**src/hw/rtl/cursor_unique_set_list_defines.svh**
```systemverilog
// Assertion macros shared by the cursor_unique_set_list RTL.
// Included by files that carry concurrent assertions; no other dependencies.
`ifndef CURSOR_UNIQUE_SET_LIST_DEFINES_SVH
`define CURSOR_UNIQUE_SET_LIST_DEFINES_SVH

// Same-cycle implication, disabled while reset is asserted.
`define CULS_ASSERT_NOW(label, clk, rst_n, ante, cons, msg) \
	label: assert property (@(posedge clk) disable iff (!(rst_n)) (ante) |-> (cons)) \
		else $error(msg);

// Next-cycle implication, disabled while reset is asserted.
`define CULS_ASSERT_NEXT(label, clk, rst_n, ante, cons, msg) \
	label: assert property (@(posedge clk) disable iff (!(rst_n)) (ante) |=> (cons)) \
		else $error(msg);

`endif

```
**src/hw/rtl/culs_pkg.sv**
```systemverilog
// Types and constants for the cursor_unique_set_list block.
// No dependencies; imported by every RTL module of the block.
`default_nettype none

package culs_pkg;

	localparam int CAPACITY = 16;
	localparam int VAL_W    = 32;
	localparam int REQ_W    = 3;
	localparam int STS_W    = 3;
	localparam int LEN_W    = 5;
	localparam int CNT_W    = $clog2(CAPACITY + 1);
	localparam int IDX_W    = (CAPACITY > 1) ? $clog2(CAPACITY) : 1;

	localparam logic [REQ_W-1:0] REQ_ADD    = 3'd0;
	localparam logic [REQ_W-1:0] REQ_REMOVE = 3'd1;
	localparam logic [REQ_W-1:0] REQ_FWD    = 3'd2;
	localparam logic [REQ_W-1:0] REQ_BACK   = 3'd3;
	localparam logic [REQ_W-1:0] REQ_GET    = 3'd4;
	localparam logic [REQ_W-1:0] REQ_SET    = 3'd5;

	localparam logic [STS_W-1:0] ST_DONE   = 3'd0;
	localparam logic [STS_W-1:0] ST_FULL   = 3'd1;
	localparam logic [STS_W-1:0] ST_DUP    = 3'd2;
	localparam logic [STS_W-1:0] ST_NOELEM = 3'd3;
	localparam logic [STS_W-1:0] ST_BOUND  = 3'd4;

	typedef enum logic [2:0] {
		OP_NONE,
		OP_INSERT,
		OP_REMOVE,
		OP_WRITE,
		OP_FWD,
		OP_BACK
	} op_t;

	typedef enum logic [1:0] {
		RD_ZERO,
		RD_ENTRY,
		RD_ONES
	} rd_sel_t;

	typedef struct packed {
		logic [REQ_W-1:0] req_type;
		logic [VAL_W-1:0] value;
	} request_t;

	typedef struct packed {
		logic [VAL_W-1:0] read_value;
		logic [STS_W-1:0] status;
		logic [LEN_W-1:0] list_length;
		logic [LEN_W-1:0] cursor_position;
	} result_t;

	// controller -> datapath
	typedef struct packed {
		logic             capture;
		logic             commit;
		op_t              op;
		rd_sel_t          rd_sel;
		logic [STS_W-1:0] status;
	} cmd_t;

	// datapath -> controller
	typedef struct packed {
		logic full;
		logic dup;
		logic at_end;
		logic at_zero;
	} sts_t;

endpackage

`default_nettype wire

```
**src/hw/rtl/culs_ctrl.sv**
```systemverilog
// Request controller: accepts a request, decides the operation and status.
// Depends on culs_pkg and cursor_unique_set_list_defines.svh.
`default_nettype none
`include "cursor_unique_set_list_defines.svh"

module culs_ctrl (
	input  wire logic                      clk,
	input  wire logic                      arst_n,
	input  wire logic                      start,
	input  wire logic [culs_pkg::REQ_W-1:0] req_type,
	input  wire culs_pkg::sts_t            sts,
	output culs_pkg::cmd_t                 cmd,
	output logic                           busy,
	output logic                           done
);
	import culs_pkg::*;

	typedef enum logic {
		S_IDLE,
		S_EXEC
	} state_t;

	state_t           state_q;
	logic             done_q;
	logic [REQ_W-1:0] req_q;

	always_ff @(posedge clk or negedge arst_n) begin
		if (!arst_n) begin
			state_q <= S_IDLE;
			done_q  <= 1'b0;
			req_q   <= REQ_ADD;
		end else begin
			unique case (state_q)
				S_IDLE: begin
					done_q <= 1'b0;
					if (start) begin
						req_q   <= req_type;
						state_q <= S_EXEC;
					end
				end
				S_EXEC: begin
					done_q  <= 1'b1;
					state_q <= S_IDLE;
				end
				default: begin
					done_q  <= 1'b0;
					state_q <= S_IDLE;
				end
			endcase
		end
	end

	always_comb begin
		cmd         = '0;
		cmd.op      = OP_NONE;
		cmd.rd_sel  = RD_ZERO;
		cmd.status  = ST_DONE;
		cmd.capture = (state_q == S_IDLE) && start;
		if (state_q == S_EXEC) begin
			cmd.commit = 1'b1;
			unique case (req_q)
				REQ_ADD: begin
					if (sts.full)
						cmd.status = ST_FULL;
					else if (sts.dup)
						cmd.status = ST_DUP;
					else
						cmd.op = OP_INSERT;
				end
				REQ_REMOVE: begin
					if (sts.at_end)
						cmd.status = ST_NOELEM;
					else
						cmd.op = OP_REMOVE;
				end
				REQ_FWD: begin
					if (sts.at_end)
						cmd.status = ST_BOUND;
					else
						cmd.op = OP_FWD;
				end
				REQ_BACK: begin
					if (sts.at_zero)
						cmd.status = ST_BOUND;
					else
						cmd.op = OP_BACK;
				end
				REQ_GET: begin
					if (sts.at_end) begin
						cmd.status = ST_NOELEM;
						cmd.rd_sel = RD_ONES;
					end else begin
						cmd.rd_sel = RD_ENTRY;
					end
				end
				REQ_SET: begin
					if (sts.at_end)
						cmd.status = ST_NOELEM;
					else if (sts.dup)
						cmd.status = ST_DUP;
					else
						cmd.op = OP_WRITE;
				end
				default: begin
					cmd.op = OP_NONE;
				end
			endcase
		end
	end

	assign busy = (state_q == S_EXEC);
	assign done = done_q;

	`CULS_ASSERT_NEXT(a_exec_then_done, clk, arst_n, state_q == S_EXEC, done_q, "no result after exec")
	`CULS_ASSERT_NOW(a_done_in_idle, clk, arst_n, done_q, state_q == S_IDLE, "result while busy")
	`CULS_ASSERT_NEXT(a_accept_busy, clk, arst_n, start && !busy, busy && !done_q, "accept not taken")

endmodule

`default_nettype wire

```
**src/hw/rtl/culs_dpath.sv**
```systemverilog
// Datapath: row of entry cells with parallel compare and shift, length, cursor, result.
// Depends on culs_pkg and cursor_unique_set_list_defines.svh.
`default_nettype none
`include "cursor_unique_set_list_defines.svh"

module culs_dpath (
	input  wire logic                      clk,
	input  wire logic                      arst_n,
	input  wire logic [culs_pkg::VAL_W-1:0] value,
	input  wire culs_pkg::cmd_t            cmd,
	output culs_pkg::sts_t                 sts,
	output culs_pkg::result_t              result
);
	import culs_pkg::*;

	logic [VAL_W-1:0] entries_q [CAPACITY];
	logic [VAL_W-1:0] entries_d [CAPACITY];
	logic [VAL_W-1:0] up        [CAPACITY];
	logic [VAL_W-1:0] down      [CAPACITY];
	logic [CAPACITY-1:0] match;
	logic [VAL_W-1:0] value_q;
	logic [CNT_W-1:0] length_q;
	logic [CNT_W-1:0] cursor_q;
	logic [CNT_W-1:0] length_d;
	logic [CNT_W-1:0] cursor_d;
	logic [CNT_W-1:0] len_m1;
	logic [VAL_W-1:0] cur_entry;
	result_t          result_q;

	for (genvar g = 0; g < CAPACITY; g++) begin : g_row
		if (g > 0) begin : g_up
			assign up[g] = entries_q[g-1];
		end else begin : g_up0
			assign up[g] = value_q;
		end
		if (g < CAPACITY - 1) begin : g_dn
			assign down[g] = entries_q[g+1];
		end else begin : g_dnl
			assign down[g] = entries_q[g];
		end
		assign match[g] = (entries_q[g] == value_q) && (CNT_W'(g) < length_q);
	end

	assign sts.full    = (length_q == CNT_W'(CAPACITY));
	assign sts.dup     = |match;
	assign sts.at_end  = (cursor_q >= length_q);
	assign sts.at_zero = (cursor_q == '0);

	assign len_m1    = length_q - CNT_W'(1);
	assign cur_entry = entries_q[cursor_q[IDX_W-1:0]];

	always_comb begin
		for (int k = 0; k < CAPACITY; k++) begin
			entries_d[k] = entries_q[k];
			if (cmd.commit) begin
				unique case (cmd.op)
					OP_INSERT: begin
						if (CNT_W'(k) == cursor_q)
							entries_d[k] = value_q;
						else if (CNT_W'(k) > cursor_q && CNT_W'(k) <= length_q)
							entries_d[k] = up[k];
					end
					OP_REMOVE: begin
						if (CNT_W'(k) >= cursor_q && CNT_W'(k) < len_m1)
							entries_d[k] = down[k];
					end
					OP_WRITE: begin
						if (CNT_W'(k) == cursor_q)
							entries_d[k] = value_q;
					end
					default: begin
						entries_d[k] = entries_q[k];
					end
				endcase
			end
		end
	end

	always_comb begin
		length_d = length_q;
		cursor_d = cursor_q;
		if (cmd.commit) begin
			unique case (cmd.op)
				OP_INSERT: length_d = length_q + CNT_W'(1);
				OP_REMOVE: length_d = len_m1;
				OP_FWD:    cursor_d = cursor_q + CNT_W'(1);
				OP_BACK:   cursor_d = cursor_q - CNT_W'(1);
				default:   length_d = length_q;
			endcase
		end
	end

	always_ff @(posedge clk or negedge arst_n) begin
		if (!arst_n) begin
			length_q <= '0;
			cursor_q <= '0;
		end else begin
			length_q <= length_d;
			cursor_q <= cursor_d;
		end
	end

	always_ff @(posedge clk) begin
		for (int k = 0; k < CAPACITY; k++)
			entries_q[k] <= entries_d[k];
		if (cmd.capture)
			value_q <= value;
		if (cmd.commit) begin
			unique case (cmd.rd_sel)
				RD_ENTRY: result_q.read_value <= cur_entry;
				RD_ONES:  result_q.read_value <= '1;
				default:  result_q.read_value <= '0;
			endcase
			result_q.status          <= cmd.status;
			result_q.list_length     <= LEN_W'(length_d);
			result_q.cursor_position <= LEN_W'(cursor_d);
		end
	end

	assign result = result_q;

	`CULS_ASSERT_NOW(a_cur_le_len, clk, arst_n, 1'b1, cursor_q <= length_q, "cursor past length")
	`CULS_ASSERT_NOW(a_len_le_cap, clk, arst_n, 1'b1, length_q <= CNT_W'(CAPACITY), "length over capacity")
	`CULS_ASSERT_NOW(a_insert_room, clk, arst_n, cmd.commit && cmd.op == OP_INSERT, !sts.full && !sts.dup, "insert refused case taken")

endmodule

`default_nettype wire

```
**src/hw/rtl/cursor_unique_set_list.sv**
```systemverilog
// Top level of the bounded ordered unique-value list with cursor.
// Depends on culs_pkg, culs_ctrl and culs_dpath.
//
// Usage:
//   A request (request.req_type, request.value) is taken at a rising edge
//   where start is high and busy is low. Request types: add, remove,
//   forward, backward, get, set; codes 6 and 7 are ignored (status done).
//   Each request yields exactly one result on result, marked by done for
//   one cycle. The receiver cannot stall; a result not sampled is lost.
// Operation:
//   The accept edge latches the request. In the exec cycle that follows,
//   the value is compared against every live cell in parallel, and the
//   shift/write commits at the next edge, which also registers the result.
//   done rises at that same edge. busy is high for the one exec cycle, so
//   a new request can be taken as soon as busy falls, including in the
//   cycle in which done is high. The compare-and-shift across the
//   16-cell row is done in parallel within the exec cycle.
// Reset: arst_n low empties the list and puts the cursor at 0; entry
//   contents stay undefined until written.
`default_nettype none

module cursor_unique_set_list (
	input  wire logic               clk,
	input  wire logic               arst_n,
	input  wire logic               start,
	input  wire culs_pkg::request_t request,
	output logic                    busy,
	output logic                    done,
	output culs_pkg::result_t       result
);
	import culs_pkg::*;

	cmd_t cmd;
	sts_t sts;

	culs_ctrl u_ctrl (
		.clk      (clk),
		.arst_n   (arst_n),
		.start    (start),
		.req_type (request.req_type),
		.sts      (sts),
		.cmd      (cmd),
		.busy     (busy),
		.done     (done)
	);

	culs_dpath u_dpath (
		.clk    (clk),
		.arst_n (arst_n),
		.value  (request.value),
		.cmd    (cmd),
		.sts    (sts),
		.result (result)
	);

endmodule

`default_nettype wire
```
**config.mk**
```make
export PLATFORM = sky130hd
export DESIGN_NAME = cursor_unique_set_list
export DESIGN_NICKNAME = d
export VERILOG_FILES = /design/src/hw/rtl/culs_pkg.sv /design/src/hw/rtl/culs_ctrl.sv /design/src/hw/rtl/culs_dpath.sv /design/src/hw/rtl/cursor_unique_set_list.sv
export VERILOG_INCLUDE_DIRS = /design/src /design/src/hw/rtl
export SDC_FILE = /design/constraint.sdc
export NUM_CORES = 2
export LEC_CHECK = 0
export BUFFER_PORTS_ARGS = -buffer_cell sky130_fd_sc_hd__clkbuf_2
export CAP_MARGIN = 30
export CORE_MARGIN = 2
export CORE_UTILIZATION = 29
export CTS_CLUSTER_SIZE = 10
export DETAILED_ROUTE_END_ITERATION = 8
export GPL_TIMING_DRIVEN = 0
export PLACE_DENSITY = 0.43
export SYNTH_ARGS = -nofsm -noshare
export SYNTH_HDL_FRONTEND = slang
export SYNTH_SLANG_ARGS = --single-unit
```
**constraint.sdc**
```tcl
create_clock -name clk -period 14.5 [get_ports clk]
set_input_delay 0 -clock clk [delete_from_list [all_inputs] [get_ports clk]]
set_output_delay 0 -clock clk [all_outputs]
set_load 0.01 [all_outputs]
```
After elaboration in Yosys (flattened, before gate mapping)
Memories as Yosys holds them, arrays and structs flattened.
Cells that the tools add are included.
{"block": "op_classes", "muxes": 121, "order_cmp": 79, "n_bitwise": 1, "reduce_logical": 53, "n_eq_ne": 44, "n_addsub": 4}
{"operator": "two-way mux 32 bit", "n": 79}
{"operator": "one-hot mux 32 bit (3 select lines)", "n": 15}
{"operator": "== test 32 bit", "n": 16}
{"operator": "one-hot mux 32 bit (2 select lines)", "n": 2}
{"operator": "less-than comparator 4 x 5 -> 1 bit (first input constant)", "n": 15}
{"operator": "logical AND 1 bit", "n": 48}
{"operator": "== test 4 x 5 -> 1 bit (first input constant)", "n": 8}
{"operator": "> comparator 4 x 5 -> 1 bit (first input constant)", "n": 8}
{"operator": "less-or-equal comparator 4 x 5 -> 1 bit (first input constant)", "n": 8}
{"operator": "less-than comparator 3 x 5 -> 1 bit (first input constant)", "n": 8}
{"operator": ">= comparator 4 x 5 -> 1 bit (first input constant)", "n": 7}
{"operator": "one-hot mux 3 bit (5 select lines)", "n": 2}
{"operator": "two-way mux 3 bit", "n": 7}
{"operator": "== test 3 x 5 -> 1 bit (first input constant)", "n": 4}
{"operator": ">= comparator 3 x 5 -> 1 bit (first input constant)", "n": 4}
{"operator": "> comparator 3 x 5 -> 1 bit (first input constant)", "n": 4}
{"operator": "less-or-equal comparator 3 x 5 -> 1 bit (first input constant)", "n": 4}
{"operator": "less-than comparator 1 x 5 -> 1 bit (first input constant)", "n": 4}
{"operator": "less-than comparator 2 x 5 -> 1 bit (first input constant)", "n": 4}
{"operator": "one-hot mux 5 bit (2 select lines)", "n": 2}
{"operator": "OR reduction 16 bit", "n": 1}
{"operator": "== test 3 x 2 -> 1 bit (second input constant)", "n": 4}
{"operator": "== test 3 bit (second input constant)", "n": 4}
{"operator": "two-way mux 2 bit", "n": 6}
{"operator": "other kinds (24)", "n": 38}
{"block": "word_totals", "mem_bits_rw": 512, "reg_bits": 92, "memories": 1, "inputBits": 38, "wordCells": 313, "out_inout_bits": 47}
{"memory": "u_dpath.entries_q", "words": 16, "word_bits": 32, "rd": 17, "rd_ports_with_merged_regs": 0, "write_ports": 16, "line_no": "culs_dpath.sv:16", "source": "logic [VAL_W-1:0] entries_q [CAPACITY];"}

Depth between registers and ports, before layout
An unclocked memory read counts as a cell.
{"block": "depth", "ltp_word": 11, "ltp_mapped": 19, "ltp_nobuf": 12}

Modules after synthesis
From an unflattened synthesis, not the netlist that was laid out.
{"block": "unflattened", "hier_cells": 3584, "hier_area_um2": 37762.5}
{"mod": "culs_dpath", "seq_area_each_um2": 17937.2, "cells_per_inst": 3547, "n_inst": 1, "area_each_um2": 37369.6}
{"mod": "culs_ctrl", "seq_area_each_um2": 125.1, "cells_per_inst": 37, "n_inst": 1, "area_each_um2": 392.9}

Least setup slack after synthesis
OpenSTA, ideal clock, no wires.
{"block": "synth_path", "kind": "flip-flop to flip-flop", "from": "register, netlist name u_dpath.cursor_q[0]", "to": "memory u_dpath.entries_q[3][0] (enable)", "path_buffers": 4, "t_arrival_ns": 6.707, "period_less_slack_ns": 7.208, "setup_time_ns": 0.501, "required_ns": 13.999, "path_stages_with_launch": 17, "slack_ns": 7.292, "path_cell_list": "dfrtp_1 clkbuf_1 clkbuf_1 inv_1 ha_1 nand2b_1 a21o_1 a21o_1 a21o_1 a21oi_1 nand4b_1 a21oi_2 and2_1 buf_2 buf_2 nor2_1 nor4_1"}
{"element": "end: declaration", "line_no": "culs_dpath.sv:16"}

==> flow_summary.json <==
{
  "rsz0062_at_grt": "no",
  "ant_nets": 0,
  "path_class": "reg -> reg",
  "num_rows": 135,
  "fin_crit_sh_pct": 59.1,
  "drc_errors": 0,
  "vdd_drop_max_mv": 0.0963,
  "first_iter_violations": 4731,
  "die_height_um": 374,
  "ios": 85,
  "vias": 34640,
  "post_cts_buffers": 0,
  "routabilityCongestion": 1.04,
  "report.final.slew_viol_count": 0,
  "layout_commonest_cell": "edfxtp_1",
  "yosysWarningCount": 0,
  "max_freq_mhz": 117,
  "cts_tree": "yes",
  "io_buffer_count": 84,
  "critPathLaunch": "u_dpath.cursor_q[0]$_DFF_PN0_",
  "cts_sinks": 604,
  "track_usage_pct": 33.3,
  "dieArea_um2": 140000,
  "required_ps": 14900,
  "worstSetupStartpointType": "register",
  "core-area_um2": 136000,
  "outcome": "complete, no violations",
  "final_util_pct": 34.4,
  "grt_util_met2_pct": 48.8,
  "fin_nets": 3827,
  "fin_tns_setup_ps": 0,
  "tightest_slew_ps": 1370,
  "die_width_um": 374,
  "synthCells": 3467,
  "syn_avg_cell_area_um2": 11.5,
  "grt_use_met1_pct": 45.0,
  "grt_max_degree": 36,
  "totalWireLength_um": 240000,
  "r2r_end": "u_dpath.entries_q[3][19]$_DFFE_PP_",
  "cp_data_arrival_time_ps": 8970,
  "routed_via_density": 6.17,
  "critPathCapture": "u_dpath.entries_q[3][19]$_DFFE_PP_",
  "clk_path_buf_depth": 3,
  "drive_gt1_share_pct": 16.9,
  "grt_pass1_vias": 32570,
  "grtUsageMet3_pct": 6.34,
  "final_cell_mix": "edfxtp_1, a21o_1, a22o_1",
  "seq_area_frac_synth_pct": 45.4,
  "finClkSkew_ps": 37.6,
  "worstSkewPairLatency_ps": 720,
  "clk_pin_slew_ps": 60,
  "end_kind": "register",
  "areaGrowthSynthToFinish_pct": 17.5,
  "first_pass_iters": 6,
  "final_cells": 5614,
  "design_area_um2": 46700,
  "cp_max_fo": 10,
  "r2r_cells": 21,
  "worst_hold_path_type": "in -> reg",
  "total_leakage_power_nw": 19.2,
  "period_needed_ps": 8570,
  "post_drt_wl_per_cell_um": 42.7,
  "p_per_area_nw_per_um2": 198,
  "busiest_layer": "met2",
  "setup_viol": 0,
  "grt-ovfl-total": 0,
  "r2r_setup_slack_ps": 5930,
  "synth_flop_cell": "edfxtp_1",
  "synth_nets": 3522,
  "drv_cap": 0,
  "synth.cell_area_um2": 39800,
  "async_reset_ff_share_pct": 2.48,
  "synth_edf_count": 589,
  "root_buffer": "clkbuf_16",
  "place.detailed.hpwl_um": 195000,
  "cts_buffers": 80,
  "placedCellCount": 5398,
  "start_util_pct": 29.3,
  "antenna_found_initial": 20,
  "relSlewSlack_pct": 8.79,
  "timing.rr.start": "u_dpath.cursor_q[0]$_DFF_PN0_",
  "ys_types": 67,
  "dpl_cell_area_um2": 43600,
  "hold_viol_final": 0,
  "grt_pass1_wl_um": 313000,
  "ys_seq_elements": 604,
  "cts_max_level": 3
}
==> metrics by stage <==
step | setup WS [ps] | hold WS (ps) | power, W
5_1_grt | 5870 | 9.67 | 0.00943
6_report | 5930 | 18.4 | 0.00927
4_1_cts | 6190 | 0.712 | 0.00909
3_3_place_gp | 1080 | -50.3 | 0.00697
2_1_floorplan | 7290 | -296 | 0.00505
3_5_place_dp | 6260 | -53.1 | 0.00714
==> registers in the layout, indices dropped and copies added (netlist names) <==
register	cells
u_dpath.entries_q	512
u_dpath.result	45
u_dpath.value_q	32
u_dpath.cursor_q	5
u_dpath.length_q	5
u_ctrl.req_q	3
u_ctrl.busy	1
u_ctrl.done	1
==> routing by layer <==
metal / share of wire [%] / up-vias
met2: 42 / 2158
li1: - / 13932
met5: 0.011 / -
met3: 8.4 / 484
met1: 42 / 18062
met4: 7.5 / 4
==> logic make-up after synthesis <==
group                    Yosys count  share of synthesized area [%]
AO/OA/AOI/OAI                   1148                           22.6
flip-flops                       604                           45.4
AND/OR/NAND/NOR                  564                           7.01
XOR/XNOR                         521                           11.5
buffers and inverters            385                           4.64
multiplexers                     228                           8.37
adder cells (fa/ha/maj)           17                          0.535
==> synthesized netlist by cell type (all sizes together), types with 4 or more instances <==
cell type / number / area [µm²]
a211oi: 8 / 60.1
a21o: 454 / 3410
a21oi: 46 / 245
a221oi: 13 / 114
a22o: 449 / 3930
a22oi: 33 / 248
a31oi: 24 / 150
buf: 204 / 1170
clkbuf: 167 / 627
dfrtp: 15 / 375
edfxtp: 589 / 17700
ha: 17 / 213
inv: 14 / 52.6
mux2: 78 / 991
mux2i: 83 / 831
mux4: 67 / 1510
nand2: 194 / 728
nand2b: 9 / 56.3
nand3: 21 / 105
nand4: 89 / 557
nor2: 110 / 413
nor2b: 12 / 75.1
nor3: 21 / 105
nor4: 60 / 375
o2111ai: 6 / 52.6
o211ai: 4 / 30.0
o21ai: 56 / 295
o221ai: 5 / 43.8
o22ai: 25 / 156
o31ai: 8 / 85.1
or3: 7 / 43.8
or3b: 22 / 193
or4: 5 / 37.5
xnor2: 318 / 2790
xor2: 203 / 1780
==> timing repair <==
| action | CTS | global route |
|---|---|---|
| endpoints found under the hold margin | 83 | 0 |
| hold buffers | 64 | 0 |
| resized for setup | 0 | 0 |
==> how the worst min path moves through the flow <==
stage,startpoint,end,slack (ps),cells after the start
floorplan,arst_n,u_ctrl.busy$_DFF_PN0_,-300,0
global placement,arst_n,u_dpath.length_q[0]$_DFF_PN0_,-50,1
detailed placement,arst_n,u_dpath.length_q[0]$_DFF_PN0_,-50,1
CTS,request[4],u_dpath.value_q[4]$_DFFE_PP_,0.7,2
global route,request[0],u_dpath.value_q[0]$_DFFE_PP_,10,2
finish,request[11],u_dpath.value_q[11]$_DFFE_PP_,20,2
==> cell type report <==
| cell class | count | area, µm² |
|---|---|---|
| flip-flops and latches | 604 | 18100 |
| inverters | 14 | 52.6 |
| multi-input cells | 2478 | 20100 |
| clock buffers | 107 | 2130 |
| clock inverters | 32 | 229 |
| plain buffers | 371 | 1800 |
| diodes | 4 | 10.0 |
| fillers | 13795 | 89100 |
| repair buffers | 223 | 2130 |
| well taps | 1781 | 2230 |
==> worst max-delay path: stages (launching register included) <==
cell and delay [ps]:
dfrtp_1 390, clkbuf_1 380, clkbuf_1 660, inv_1 440, ha_1 400, nand2b_1 140
a21o_1 180, a21o_1 180, a21o_1 180, a21oi_1 590, nand4b_1 320, a21oi_2 650
and2_1 220, buf_2 430, buf_2 760, nor2_1 390, buf_4 300, nor4_2 770
buf_4 310, buf_4 200, buf_6 150, buf_4 180
==> report_power, final <==
part | total, W | leakage [nW] | switching, W | internal [W]
Sequential | 0.00282 | 5.60 | 0.000409 | 0.00241
Clock | 0.00193 | 1.14 | 0.000877 | 0.00105
Combinational | 0.00452 | 12.5 | 0.00293 | 0.00159
Total | 0.00927 | 19.2 | 0.00421 | 0.00505
Power figures use the tool's default switching activity.
